`config.mk`:
```
export PLATFORM = sky130hd
export DESIGN_NAME = mma_fifo
export DESIGN_NICKNAME = d
export VERILOG_FILES = /design/src/hw/rtl/mma_pkg.sv /design/src/hw/rtl/mma_fifo.sv
export VERILOG_INCLUDE_DIRS = /design/src /design/src/hw/rtl
export SDC_FILE = /design/constraint.sdc
export NUM_CORES = 1
export LEC_CHECK = 0
export BUFFER_PORTS_ARGS = -buffer_cell sky130_fd_sc_hd__buf_2
export CAP_MARGIN = 20
export CORE_UTILIZATION = 40
export DETAILED_ROUTE_END_ITERATION = 6
export SYNTH_ARGS = -nofsm -noshare
export SYNTH_HDL_FRONTEND = slang
export SYNTH_SLANG_ARGS = --single-unit
```
`constraint.sdc`:
```
create_clock -name clk -period 6.6 [get_ports clk]
set_input_delay 0.66 -clock clk [delete_from_list [all_inputs] [get_ports clk]]
set_output_delay 0.66 -clock clk [all_outputs]
set_load 0.01 [all_outputs]
```
`src/hw/rtl/multipole_moment_accumulator_defines.svh`:
```
// Assertion macros for the multipole moment accumulator.
// Every use samples clk and is held off while arst_n is low.
`ifndef MULTIPOLE_MOMENT_ACCUMULATOR_DEFINES_SVH
`define MULTIPOLE_MOMENT_ACCUMULATOR_DEFINES_SVH

`ifndef NO_ASSERTIONS

`define MMA_ASSERT(lbl, prop, msg) \
	lbl: assert property (@(posedge clk) disable iff (!arst_n) prop) else $error(msg);

`define MMA_ASSERT_NEXT(lbl, ante, cons, msg) \
	lbl: assert property (@(posedge clk) disable iff (!arst_n) (ante) |=> (cons)) \
		else $error(msg);

`else

`define MMA_ASSERT(lbl, prop, msg)

`define MMA_ASSERT_NEXT(lbl, ante, cons, msg)

`endif

`endif

```
`src/hw/rtl/mma_pkg.sv`:
```
`timescale 1ns / 1ps
`default_nettype none

package mma_pkg;

	localparam int MAX_MOMENTS = 16;
	localparam int IDX_W       = $clog2(MAX_MOMENTS);
	localparam int CNT_W       = 5;
	localparam int QUEUE_DEPTH = 2;

	localparam logic [1:0] CFG_CENTER_REAL  = 2'd0;
	localparam logic [1:0] CFG_CENTER_IMAG  = 2'd1;
	localparam logic [1:0] CFG_MOMENT_COUNT = 2'd2;

	localparam logic signed [47:0] SAT_MAX = {1'b0, {47{1'b1}}};
	localparam logic signed [47:0] SAT_MIN = {1'b1, {47{1'b0}}};

	typedef struct packed {
		logic signed [31:0] charge;
		logic signed [31:0] pos_x;
		logic signed [31:0] pos_y;
		logic               last_source;
	} source_t;

	typedef struct packed {
		logic [3:0]         moment_index;
		logic signed [47:0] moment_real;
		logic signed [47:0] moment_imag;
		logic               last_moment;
	} moment_t;

	typedef struct packed {
		logic signed [31:0] charge;
		logic signed [32:0] d_real;
		logic signed [32:0] d_imag;
		logic [CNT_W-1:0]   count;
		logic               last_source;
	} job_t;

	typedef enum logic [2:0] {
		ST_IDLE,
		ST_SCALE,
		ST_MUL_LO,
		ST_MUL_HI,
		ST_COMBINE,
		ST_UPDATE,
		ST_EMIT
	} back_state_t;

	// floor(2^24 / (k+1)), unsigned Q1.24
	function automatic logic [24:0] recip_q24(input logic [IDX_W-1:0] k);
		logic [24:0] r;
		case (k)
			4'd0:    r = 25'd16777216;
			4'd1:    r = 25'd8388608;
			4'd2:    r = 25'd5592405;
			4'd3:    r = 25'd4194304;
			4'd4:    r = 25'd3355443;
			4'd5:    r = 25'd2796202;
			4'd6:    r = 25'd2396745;
			4'd7:    r = 25'd2097152;
			4'd8:    r = 25'd1864135;
			4'd9:    r = 25'd1677721;
			4'd10:   r = 25'd1525201;
			4'd11:   r = 25'd1398101;
			4'd12:   r = 25'd1290555;
			4'd13:   r = 25'd1198372;
			4'd14:   r = 25'd1118481;
			default: r = 25'd1048576;
		endcase
		return r;
	endfunction

endpackage

`default_nettype wire

```
`src/hw/rtl/mma_fifo.sv`:
```
`timescale 1ns / 1ps
`default_nettype none
`include "multipole_moment_accumulator_defines.svh"

module mma_fifo (
	input  wire logic          clk,
	input  wire logic          arst_n,
	input  wire logic          push_valid,
	output      logic          push_stall,
	input  wire mma_pkg::job_t push_data,
	output      logic          pop_valid,
	input  wire logic          pop_stall,
	output      mma_pkg::job_t pop_data
);
	import mma_pkg::*;

	localparam int PTR_W = (QUEUE_DEPTH > 1) ? $clog2(QUEUE_DEPTH) : 1;
	localparam int FILL_W = $clog2(QUEUE_DEPTH + 1);

	job_t              entry_q [QUEUE_DEPTH];
	logic [PTR_W-1:0]  wr_ptr_q;
	logic [PTR_W-1:0]  rd_ptr_q;
	logic [FILL_W-1:0] fill_q;
	logic              push;
	logic              pop;

	assign push_stall = (fill_q == FILL_W'(QUEUE_DEPTH));
	assign pop_valid  = (fill_q != '0);
	assign push       = push_valid && !push_stall;
	assign pop        = pop_valid && !pop_stall;
	assign pop_data   = entry_q[rd_ptr_q];

	always_ff @(posedge clk) begin
		if (push)
			entry_q[wr_ptr_q] <= push_data;
	end

	always_ff @(posedge clk or negedge arst_n) begin
		if (!arst_n) begin
			wr_ptr_q <= '0;
			rd_ptr_q <= '0;
			fill_q   <= '0;
		end else begin
			if (push)
				wr_ptr_q <= (wr_ptr_q == PTR_W'(QUEUE_DEPTH - 1)) ? '0 : wr_ptr_q + 1'b1;
			if (pop)
				rd_ptr_q <= (rd_ptr_q == PTR_W'(QUEUE_DEPTH - 1)) ? '0 : rd_ptr_q + 1'b1;
			if (push && !pop)
				fill_q <= fill_q + 1'b1;
			else if (pop && !push)
				fill_q <= fill_q - 1'b1;
		end
	end

	`MMA_ASSERT(a_fill_bound, (fill_q <= FILL_W'(QUEUE_DEPTH)), "queue fill beyond depth")
	`MMA_ASSERT_NEXT(a_fill_push, (push && !pop), (fill_q == $past(fill_q) + 1'b1), "push lost")

endmodule

`default_nettype wire

```
# [Yosys cells after proc, flatten, opt, wreduce, memory -nomap -nowiden]
# Memory sizes are Yosys's and may differ from the RTL's.
# Cells that the tools add are included.
[totals] n_memories=1 output_inout_bits=106 mem_bits_rw=208 inputBits=108 ff_bits=4 word_cells=25
[mem_list] memory="entry_q" words=2 word_bits=104 read_ports=1 rd_ports_with_merged_regs=0 write_ports=1 line="mma_fifo.sv:20" rtl="job_t entry_q [QUEUE_DEPTH];"
[op_classes] muxes=6 reduce_logical=10 eq_ne=1 add_sub_neg=4
[ops] operator="logical AND 1 bit" n=4
[ops] operator="logical NOT 1 bit" n=4
[ops] operator="2-to-1 mux 1 bit" n=4
[ops] operator="2-to-1 mux 2 bit" n=2
[ops] operator="nonzero test 2 bit" n=2
[ops] operator="adder 1 bit, second input constant" n=2
[ops] operator="adder 2 x 1 -> 2 bit, second input constant" n=1
[ops] operator="== test 2 bit, second input constant" n=1
[ops] operator="subtractor 2 x 1 -> 2 bit, second input constant" n=1

# [Logic depth before layout (Yosys ltp)]
[depth] depth_word=7 depth_mapped=7 ltp_nobuf=7

# [Worst setup path after synthesis]
# No wires, ideal clock.
[synth_path] path_kind="input to register" start="in push_valid" end="mem entry_q[0][0] (netlist bit), enable pin" required_ns=6.032 path_slack_ns=0.956 setup_time_ns=0.568 t_arrival_ns=5.076 n_path_buf=0 cell_stages=2 path_cell_list="nand2_1 -> nor2_1"
[synth_between] elab_chain_len=3
[synth_lines] item="start: declaration" line="mma_fifo.sv:8" rtl="input wire logic push_valid,"
[synth_lines] item="logical AND 1 bit" line="mma_fifo.sv:29" rtl="assign push = push_valid && !push_stall;"
[synth_lines] item="2-to-1 mux 1 bit" line="mma_fifo.sv:34" rtl="if (push)"
[synth_lines] item="2-to-1 mux 1 bit (implied by the code)" line="mma_fifo.sv:35" rtl="entry_q[wr_ptr_q] <= push_data;"
[synth_lines] item="end: declaration" line="mma_fifo.sv:20"
# No other way between the ends.

==> impl_metrics.tcl <==
set metrics [dict create \
    status "complete, no violations" \
    synthesis.nets 452 \
    placed_area_sq_um 9250 \
    fin_area_sq_um 9930 \
    clk_latency_ns 0.49 \
    internal_power_w 0.00315 \
    initial_core_util_pct 40.9 \
    cp.required_ns 5.94 \
    synth_top_area_cell "edfxtp_1" \
    worst_slew_margin_rel_pct 40.7 \
    power_frac_clock_pct 25.9 \
    detail-route-antenna-nets 0 \
    wl_per_cell_um 16.5 \
    grt_pass1_wl_mm 21.3 \
    wl_met1_mm 5.74 \
    cap_violations 0 \
    fin_nets 682 \
    finalHoldViolations 0 \
    remaining_drc_errors 0 \
    dpl_worst_slack_ns 3.52 \
    rows 51 \
    first_pass_iters 4 \
    htree_levels 1 \
    power_frac_comb_pct 28.7 \
    grt-ovfl-total 0 \
    worst_slew_pin_slew_ns 0.889 \
    port_buffers 213 \
    r2r_start "fill_q[0]" \
    grt_max_degree 63 \
    endpoint_kind "primary output" \
    via_per_inst 4.55 \
    period_needed_ns 3.54 \
    die_h_um 143 \
    drt_iter0_markers 223 \
    synth-seq-cells 212 \
    skew_ns 0.0103 \
    setup_viol 0 \
    reg2reg_to "entry_q[1][65]" \
    yosysMostFrequentCell "edfxtp_1" \
    die_w_um 143 \
    worst_slack_ns 3.06 \
    top_layer "met4" \
    min_from "push_data[20]" \
    synthFlopType "edfxtp_1" \
    cts_setup_buffers 0 \
    die_area_sq_um 20500 \
    p_switching_w 0.00123 \
    power_density_nw_per_um2 441 \
    synthDistinctLibCells 17 \
    grt_setup_unrepaired "no" \
    clock-root-buffer "clkbuf_16" \
    synth_commonest_cells "edfxtp_1 (208), mux2_2 (54), mux2_4 (50)" \
    synth_area_leaders "edfxtp_1 (79%), mux2_4 (9.4%), mux2_2 (7.6%), buf_12 (1.3%), dfrtp_1 (1.3%)" \
    synth_edf_count 208 \
    r2r_slack_ns 4.21 \
    wl_met2_mm 6.63 \
    instances_no_fill 856 \
    dp.cells 813 \
    cts.path.max_buffers 3 \
    synthArstFlopShare_pct 1.89 \
    switching_share_pct 28.1 \
    wl_met3_mm 1.44 \
    syn_avg_cell_area_sq_um 23.2 \
    drive_above_1_share_pct 59.6 \
    hold_end "entry_q[0][20]" \
    num_vias 3893 \
    cts_tree "done" \
    cts_buffers 22 \
    pwr-share-seq_pct 45.4 \
    report.final.slew_viol_count 0 \
    area_growth_pct 24.8 \
    io_pins 214 \
    hold_depth 1 \
    syn_area_sq_um 7960 \
    clock_sinks 212 \
    antenna_found_initial 1 \
    final.setup.tns_ns 0 \
    ys_warn_count 0 \
    startpoint_type "flip-flop" \
    max_freq_ghz 0.283 \
    worst-setup-path-type "flip-flop to primary output" \
    grt_pass1_vias 4147 \
    worstPathArrival_ns 2.88 \
    worstPathMaxFanout 62 \
    fin_crit_sh_pct 53.6 \
    rr_worst_depth 3 \
    yosysTopAreaCellShare_pct 78.5 \
    grt.total_usage_pct 13.5 \
    vdd_drop_max_mv 0.226 \
    routabilityCongestion 0.691 \
    place_hpwl_mm 9.13 \
    core-area_sq_um 19500 \
    syn_inst 343 \
    clk_pin_slew_ns 0.06 \
    ys_seq_area_share_pct 79.8 \
    totalWireLength_mm 14.1 \
    leakagePower_nw 3.85 \
    hold_class "input port to flip-flop" \
]
[cell type report]
class	instances	area, sq um
Fill cell	1647	9530
Antenna cell	2	5.00
Timing Repair Buffer	218	1110
Tap cell	265	332
Clock inverter	14	81.3
Multi-Input combinational cell	117	1460
Clock buffer	26	587
Inverter	2	7.51
Sequential cell	212	6350
[per-stage QoR]
step | util, % | hold WS, ns | total power, W
after global placement | 47.5 | 0.468 | 0.00328
after global routing | 51.0 | 0.330 | 0.00462
after floorplan | - | 0.364 | 0.00294
final | 51.0 | 0.352 | 0.00438
after CTS | 51.0 | 0.334 | 0.00446
after detailed placement | 47.5 | 0.473 | 0.00331
[routing by layer]
| metal | track usage [%] | vias up |
|---|---|---|
| met3 | 5.26 | 30 |
| met4 | 4.24 | 0 |
| met5 | 0 | - |
| li1 | - | 1820 |
| met2 | 22.4 | 160 |
| met1 | 16.1 | 1883 |
[worst max path at each step]
stage,from,to,cells after the start
2_1_floorplan,push_valid,entry_q[0][0],2
3_3_place_gp,rd_ptr_q,pop_data[83],3
3_5_place_dp,rd_ptr_q,pop_data[87],3
4_1_cts,rd_ptr_q,pop_data[87],3
5_1_grt,rd_ptr_q,pop_data[87],3
6_report,rd_ptr_q,pop_data[87],3
[sequential cells by signal (all words and copies together), names as in the netlist]
name	cells
entry_q	208
wr_ptr_q	1
fill_q	2
rd_ptr_q	1
[power by group through the flow]
stage | Clock [W] | Combinational, W | Sequential (W)
2_1_floorplan | 0 | 0.000976 | 0.00196
3_3_place_gp | 0 | 0.00127 | 0.00201
3_5_place_dp | 0 | 0.00128 | 0.00203
4_1_cts | 0.00117 | 0.00129 | 0.00200
5_1_grt | 0.00122 | 0.00137 | 0.00203
6_report | 0.00114 | 0.00126 | 0.00199
[layout by cell type (no fill, tap or decap), types with 2 or more instances in the layout]
cell type / synthesis / layout
edfxtp_1: 208 / 208
buf_4: 0 / 4
dfrtp_1: 4 / 3
clkinv_2: 0 / 2
buf_2: 5 / 213
clkinv_1: 0 / 11
nand2b_1: 2 / 2
xor2_1: 2 / 2
clkbuf_16: 0 / 23
inv_1: 2 / 2
clkbuf_1: 0 / 3
mux2_2: 54 / 54
xnor2_1: 3 / 3
diode_2: 0 / 2
mux2_4: 50 / 50
[kinds of logic (layout without fill, tap and decap cells)]
kind of cell	count (synthesis)	after routing	synth area share [%]
and+or+nand+nor	7	7	0.456
muxes	104	104	17.1
adders and majority gates	1	1	0.157
xor gates and xnor gates	5	5	0.551
other	0	2	0
buffers and inverters	14	260	2.00
DFF	212	212	79.8
[critical path, cell delays in order (launching register included)]
cell	delay, ns
dfrtp_4	1.01
buf_4	0.78
mux2_2	0.42
buf_2	0.14
[repair_timing]
action | CTS | global route
resized for setup | 0 | 0
hold buffers | 1 | 0
hold endpoints to repair | 4 | 0
Note: power is estimated with default switching activity, not from simulation.
