**src/hw/rtl/multipole_moment_accumulator_defines.svh**
```systemverilog
// Assertion macros for the multipole moment accumulator.
// Every use samples clk and is held off while arst_n is low.
`ifndef MULTIPOLE_MOMENT_ACCUMULATOR_DEFINES_SVH
`define MULTIPOLE_MOMENT_ACCUMULATOR_DEFINES_SVH

`ifndef NO_ASSERTIONS

`define MMA_ASSERT(lbl, prop, msg) \
	lbl: assert property (@(posedge clk) disable iff (!arst_n) prop) else $error(msg);

`define MMA_ASSERT_NEXT(lbl, ante, cons, msg) \
	lbl: assert property (@(posedge clk) disable iff (!arst_n) (ante) |=> (cons)) \
		else $error(msg);

`else

`define MMA_ASSERT(lbl, prop, msg)

`define MMA_ASSERT_NEXT(lbl, ante, cons, msg)

`endif

`endif

```
**src/hw/rtl/mma_pkg.sv**
```systemverilog
`timescale 1ns / 1ps
`default_nettype none

package mma_pkg;

	localparam int MAX_MOMENTS = 16;
	localparam int IDX_W       = $clog2(MAX_MOMENTS);
	localparam int CNT_W       = 5;
	localparam int QUEUE_DEPTH = 2;

	localparam logic [1:0] CFG_CENTER_REAL  = 2'd0;
	localparam logic [1:0] CFG_CENTER_IMAG  = 2'd1;
	localparam logic [1:0] CFG_MOMENT_COUNT = 2'd2;

	localparam logic signed [47:0] SAT_MAX = {1'b0, {47{1'b1}}};
	localparam logic signed [47:0] SAT_MIN = {1'b1, {47{1'b0}}};

	typedef struct packed {
		logic signed [31:0] charge;
		logic signed [31:0] pos_x;
		logic signed [31:0] pos_y;
		logic               last_source;
	} source_t;

	typedef struct packed {
		logic [3:0]         moment_index;
		logic signed [47:0] moment_real;
		logic signed [47:0] moment_imag;
		logic               last_moment;
	} moment_t;

	typedef struct packed {
		logic signed [31:0] charge;
		logic signed [32:0] d_real;
		logic signed [32:0] d_imag;
		logic [CNT_W-1:0]   count;
		logic               last_source;
	} job_t;

	typedef enum logic [2:0] {
		ST_IDLE,
		ST_SCALE,
		ST_MUL_LO,
		ST_MUL_HI,
		ST_COMBINE,
		ST_UPDATE,
		ST_EMIT
	} back_state_t;

	// floor(2^24 / (k+1)), unsigned Q1.24
	function automatic logic [24:0] recip_q24(input logic [IDX_W-1:0] k);
		logic [24:0] r;
		case (k)
			4'd0:    r = 25'd16777216;
			4'd1:    r = 25'd8388608;
			4'd2:    r = 25'd5592405;
			4'd3:    r = 25'd4194304;
			4'd4:    r = 25'd3355443;
			4'd5:    r = 25'd2796202;
			4'd6:    r = 25'd2396745;
			4'd7:    r = 25'd2097152;
			4'd8:    r = 25'd1864135;
			4'd9:    r = 25'd1677721;
			4'd10:   r = 25'd1525201;
			4'd11:   r = 25'd1398101;
			4'd12:   r = 25'd1290555;
			4'd13:   r = 25'd1198372;
			4'd14:   r = 25'd1118481;
			default: r = 25'd1048576;
		endcase
		return r;
	endfunction

endpackage

`default_nettype wire

```
**src/hw/rtl/mma_front.sv**
```systemverilog
`timescale 1ns / 1ps
`default_nettype none

module mma_front (
	input  wire logic            clk,
	input  wire logic            arst_n,
	input  wire logic            source_valid,
	output      logic            source_stall,
	input  wire mma_pkg::source_t source,
	input  wire logic            cfg_we,
	input  wire logic [1:0]      cfg_index,
	input  wire logic [31:0]     cfg_data,
	output      logic            job_valid,
	input  wire logic            job_stall,
	output      mma_pkg::job_t   job
);
	import mma_pkg::*;

	logic signed [31:0] center_real_q;
	logic signed [31:0] center_imag_q;
	logic [CNT_W-1:0]   moment_count_q;
	logic [CNT_W-1:0]   active_count;

	always_ff @(posedge clk or negedge arst_n) begin
		if (!arst_n) begin
			center_real_q  <= '0;
			center_imag_q  <= '0;
			moment_count_q <= CNT_W'(MAX_MOMENTS);
		end else if (cfg_we) begin
			case (cfg_index)
				CFG_CENTER_REAL:  center_real_q  <= cfg_data;
				CFG_CENTER_IMAG:  center_imag_q  <= cfg_data;
				CFG_MOMENT_COUNT: moment_count_q <= cfg_data[CNT_W-1:0];
				default: ;
			endcase
		end
	end

	always_comb begin
		if (moment_count_q == '0)
			active_count = CNT_W'(1);
		else if (moment_count_q > CNT_W'(MAX_MOMENTS))
			active_count = CNT_W'(MAX_MOMENTS);
		else
			active_count = moment_count_q;
	end

	assign job_valid        = source_valid;
	assign source_stall     = job_stall;
	assign job.charge       = source.charge;
	assign job.d_real       = 33'(source.pos_x) - 33'(center_real_q);
	assign job.d_imag       = 33'(source.pos_y) - 33'(center_imag_q);
	assign job.count        = active_count;
	assign job.last_source  = source.last_source;

endmodule

`default_nettype wire

```
**config.mk**
```make
export PLATFORM = sky130hd
export DESIGN_NAME = mma_front
export DESIGN_NICKNAME = d
export VERILOG_FILES = /design/src/hw/rtl/multipole_moment_accumulator_defines.svh /design/src/hw/rtl/mma_pkg.sv /design/src/hw/rtl/mma_front.sv
export SDC_FILE = /design/constraint.sdc
export NUM_CORES = 1
export LEC_CHECK = 0
export ABC_AREA = 1
export BUFFER_PORTS_ARGS = -buffer_cell sky130_fd_sc_hd__buf_4
export CORE_ASPECT_RATIO = 0.8
export CORE_UTILIZATION = 54
export CTS_BUF_LIST = sky130_fd_sc_hd__clkbuf_2
export CTS_CLUSTER_DIAMETER = 60
export DETAILED_ROUTE_END_ITERATION = 10
export PLACE_DENSITY_LB_ADDON = 0.12
export SLEW_MARGIN = 20
export SYNTH_ARGS = -nofsm -noshare
export SYNTH_HDL_FRONTEND = slang
export SYNTH_SLANG_ARGS = --single-unit
```
**constraint.sdc**
```tcl
create_clock -name clk -period 3.3 [get_ports clk]
set_clock_uncertainty 0.15 [all_clocks]
set_input_delay 0.66 -clock clk [delete_from_list [all_inputs] [get_ports clk]]
set_output_delay 0.66 -clock clk [all_outputs]
set_load 0.02 [all_outputs]
```
# After elaboration in Yosys (flattened, before gate mapping)

Cells that the tools add are included.

$lt $le $gt $ge: 1
Add/subtract/negate cells: 2
Reduce and logical (&&, ||, !) cells: 5
Muxes and demuxes: 2
Eq/ne operators: 2

Operators by type and width:

| operator                                             | count |
|---|---|
| subtractor 32 x 32 -> 33 bit                         | 2 |
| two-way mux 5 bit                                    | 2 |
| AND reduction 2 bit                                  | 3 |
| > comparator 5 bit (second input constant)           | 1 |
| logical NOT 5 bit                                    | 1 |
| equality test 2 x 1 -> 1 bit (second input constant) | 1 |
| equality test 2 bit (second input constant)          | 1 |
| logical NOT 2 bit                                    | 1 |

Input port bits: 136
Register bits after elaboration: 69
Output and inout bits: 106
Logic and storage cells: 15

# Depth between registers and ports, before layout

Depth in word-level cells: 3
Depth in mapped cells: 14
Depth with buffers taken out: 14

# Worst setup path after synthesis

Ideal clock, no wire load.

Path type: input port to output port
From: input source[33] (netlist name)
To: output job[51] (netlist name)
Stages on the path: 11
Arrival time: 2.140 ns
Required time: 2.490 ns
Buffers on the path: 0
Setup slack: 0.350 ns
Path through: inv_1 > ha_1 > fa_1 > inv_1 > nand2_1 > nand2_1 > nand3_1 > nand2_2 > nand2_1 > nand2_2 > xor2_1

RTL lines:

| item               | line            | text |
|---|---|---|
| start: declaration | mma_front.sv:9  | `input wire mma_pkg::source_t source,` |
| end: declaration   | mma_front.sv:15 | `output mma_pkg::job_t job` |

==> results by group <==
CTS
  – Clock transition at the registers of the reported paths: 220 ps
  – TritonCTS clock tree: yes
  – Root Driver: sky130_fd_sc_hd__clkbuf_2
  – Source-to-sink clock delay at the later pin of the worst-skew pair: 530 ps
  – Number of clock buffers inserted by TritonCTS: 9
  – Sinks on the clock net: 69
  – Longest Clk Path Bufs: 2
  – CTS H-tree depth: 3

Place
  – HPWL Detailed: 17,600 um
  – Number of buffer cells added on primary ports: 171
  – Dpl cells: 1,723
  – Placer Congestion: 0.918

Critical path
  – Terminus of the critical flop-to-flop path: center_imag_q[12]
  – CP endpoint kind: output port
  – Launch point of the worst reg-to-reg path: center_imag_q[12]
  – Crit Path Category: reg -> out
  – Crit path cell chain: ha_4, fa_2, inv_2, nand2_2, nand2_2, nand3_2, nand2_4, nand2_4, nand2_4, nand2_2, nand2_1, nand2_1, nand2_1, buf_6
  – Top fanout value on the critical path: 3
  – Critical path origin: center_imag_q[0]
  – Crit path required time: 2490 ps
  – Minimum setup slack among reg-to-reg paths: 2290 ps
  – Depth of the worst register-to-register path: 3
  – Capture point of the worst path: job[26]
  – Critical path's largest stage delay: 460 ps
  – Critical Path Start Type: flip-flop
  – Data arrival time at the worst-slack endpoint: 2480 ps
  – Slowest CP cell: sky130_fd_sc_hd__dfrtp_1

STA
  – Min Tclk post-route: 3290 ps
  – Setup repair after global routing missed its margin: true
  – Max-slew violation count: 0
  – Worst hold slack after final layout: 85.2 ps
  – Transition at the pin with the smallest max-transition slack: 968 ps
  – Setup total negative slack: 0 ps
  – Final Hold Violating Endpoints: 0
  – Final cycle utilization of the critical path: 99.7%
  – Finish-stage setup viols: 0
  – Fmax: 304 MHz
  – Worst rel slew slack: 35.2%

Final layout
  – Fraction of final layout cells with drive strength greater than 1: 20.4%
  – P&R area growth vs syn: 25.7%
  – Final net count: 1,776
  – Final std cells w/o fill: 1,764
  – Finished Core Util: 69.9%
  – Filler Cells Inserted: 1,360

Logic synthesis
  – Cells after Synth: 1,417
  – Yosys warning total: 0
  – Unique masters post-synth: 23
  – Post-Synthesis Net Count: 1,619
  – Summed instance area of the synthesized netlist: 0.00797 mm2
  – Flip-flop and latch count after synthesis: 69
  – Sequential element share of the synthesized area: 21.7%
  – Mean instance size in the synthesized netlist: 5.62 um2

Floorplan
  – IO Pins: 242
  – Effective utilization at floorplan: 55.6%
  – Die Footprint: 0.0153 mm2
  – Die width: 138 um
  – Std cell rows: 39
  – Y dimension of the die: 111 um
  – Core box area: 0.0143 mm2

Worst hold path
  – Hold WC Path Type: in -> async

Global routing
  – Total routing usage reported by global routing: 27.8%
  – Pin count of the biggest net entering global routing: 70
  – Antenna violations before repair: 0
  – Vias in the first global route: 7,542
  – Global-route wire length before repair: 33,800 um
  – Total congestion overflow after global routing: 0

Pwr
  – Leakage: 6.31 nW
  – Ratio of total power to cell area: 487 mW/mm2
  – Worst IR drop on VDD: 314 uV

Routing
  – Vias after detailed routing: 8,507
  – Iteration-0 DRC Markers: 594
  – Drt total wl: 22,300 um
  – DRC violation count after routing: 0
  – Drt wl/cell: 12.7 um
  – Number of nets with antenna violations after detailed routing: 0
  – Pre-Repair DR Iteration Count: 5
  – Detailed-route vias per instance: 4.82

Flow run
  – Number of violations of the max-capacitance limit: 0

Outcome
  – Outcome: complete, no violations
metal layers:
layer	share of wire (%)	GRT usage, %	up-vias	wire length, um
li1	-	-	4470	-
met1	45	38.6	3703	9950
met5	0	0	-	0
met3	7.8	6.26	35	1750
met2	46	44.5	299	10300
met4	1.7	5.14	0	372
cell usage after synthesis, drive strengths merged:
library cell  number  area [um2]
a21o               2        15.0
nor2              87         327
fa                 2        40.0
ha                64         801
buf               36         274
dfrtp             68        1700
clkbuf            13        48.8
dfstp              1        26.3
o21bai             2        15.0
nand2            579        2200
xor2              25         219
inv              353        1330
o21ai             69         345
nand4              9        56.3
or2                3        18.8
and2               4        25.0
nand3             48         255
a21oi             43         215
nor3               4        20.0
xnor2              5        43.8
where the power goes:
part           leakage [nW]  total (W)  internal (W)  switching, W
sequential            0.859    0.00106      0.000980     0.0000807
combinational          5.40    0.00340       0.00137       0.00203
clock                0.0516   0.000411     0.0000986      0.000313
metrics by stage:
| stage | worst slack, ps | total power, W | cell area [um2] |
|---|---|---|---|
| final | 9.04 | 0.00488 | 10000 |
| after global routing | -129 | 0.00528 | 10000 |
| after CTS | -6.57 | 0.00454 | 9330 |
| after detailed placement | 73.7 | 0.00409 | 9170 |
| after global placement | 129 | 0.00405 | 9170 |
| after floorplan | 350 | 0.00312 | 7970 |
timing repair:
action                     4_1_cts  5_1_grt
hold buffers                     0        0
gates resized for setup         15      114
pin swaps                        4       18
setup endpoints to repair       18       46
setup buffers                    4       20
area by class of cell:
class,count,area (um2),area share [%]
antenna,1,2.50,0.0250
clock buffer,10,50.0,0.499
clock inverter,6,40.0,0.400
inverter,353,1330,13.2
multi-input combinational,946,5130,51.2
sequential,69,1730,17.2
tap,184,230,2.30
timing repair buffer,195,1510,15.1
flip-flops by register name, summed over array words and instances (netlist names):
signal and count:
center_imag_q 32, moment_count_q 5, center_real_q 32
worst max-delay path, delay by kind of cell, from the launching register on:
family,cells,cell delay [ps]
buffers and inverters,2,200
and+or+nand+nor,10,700
adders and majority gates,2,570
DFF,1,460
cell usage in the layout (no fill, tap or decap), types with 2 or more instances in the layout:
cell,Yosys,routed
sky130_fd_sc_hd__nand2_1,569,524
sky130_fd_sc_hd__inv_1,353,350
sky130_fd_sc_hd__buf_4,35,182
sky130_fd_sc_hd__nor2_1,87,76
sky130_fd_sc_hd__o21ai_0,69,69
sky130_fd_sc_hd__dfrtp_1,68,68
sky130_fd_sc_hd__nand2_2,10,42
sky130_fd_sc_hd__nand3_1,45,40
sky130_fd_sc_hd__ha_1,64,39
sky130_fd_sc_hd__a21oi_1,43,36
sky130_fd_sc_hd__xor2_1,25,25
sky130_fd_sc_hd__ha_4,0,21
sky130_fd_sc_hd__nand2_4,0,13
sky130_fd_sc_hd__buf_6,1,13
sky130_fd_sc_hd__nor2_2,0,10
sky130_fd_sc_hd__clkbuf_2,0,10
sky130_fd_sc_hd__nand4_1,9,9
sky130_fd_sc_hd__nand3_2,3,8
sky130_fd_sc_hd__a21oi_2,0,7
sky130_fd_sc_hd__xnor2_1,5,5
sky130_fd_sc_hd__and2_1,4,4
sky130_fd_sc_hd__nor3_1,4,4
sky130_fd_sc_hd__ha_2,0,4
sky130_fd_sc_hd__or2_1,3,3
sky130_fd_sc_hd__inv_2,0,3
sky130_fd_sc_hd__clkinvlp_4,0,3
sky130_fd_sc_hd__o21bai_1,2,2
sky130_fd_sc_hd__a21o_1,2,2
sky130_fd_sc_hd__fa_2,0,2
how the worst min path moves through the flow:
stage                      start                 to  slack [ps]
4_1_cts                   arst_n   center_imag_q[8]          90
5_1_grt                   arst_n  center_imag_q[29]         110
6_report                  arst_n  center_imag_q[28]          90
2_1_floorplan             arst_n   center_imag_q[0]         210
3_3_place_gp   center_real_q[12]  center_real_q[12]         320
3_5_place_dp   center_real_q[17]  center_real_q[17]         320
kinds of logic after synthesis:
kind of cell    share of synthesized area (%)
simple gates                             36.4
buf+inv                                  20.7
compound gates                           7.41
flops                                    21.7
fa+ha+maj                                10.5
xor+xnor                                 3.30
No activity file was read; power rests on OpenSTA's default activity.
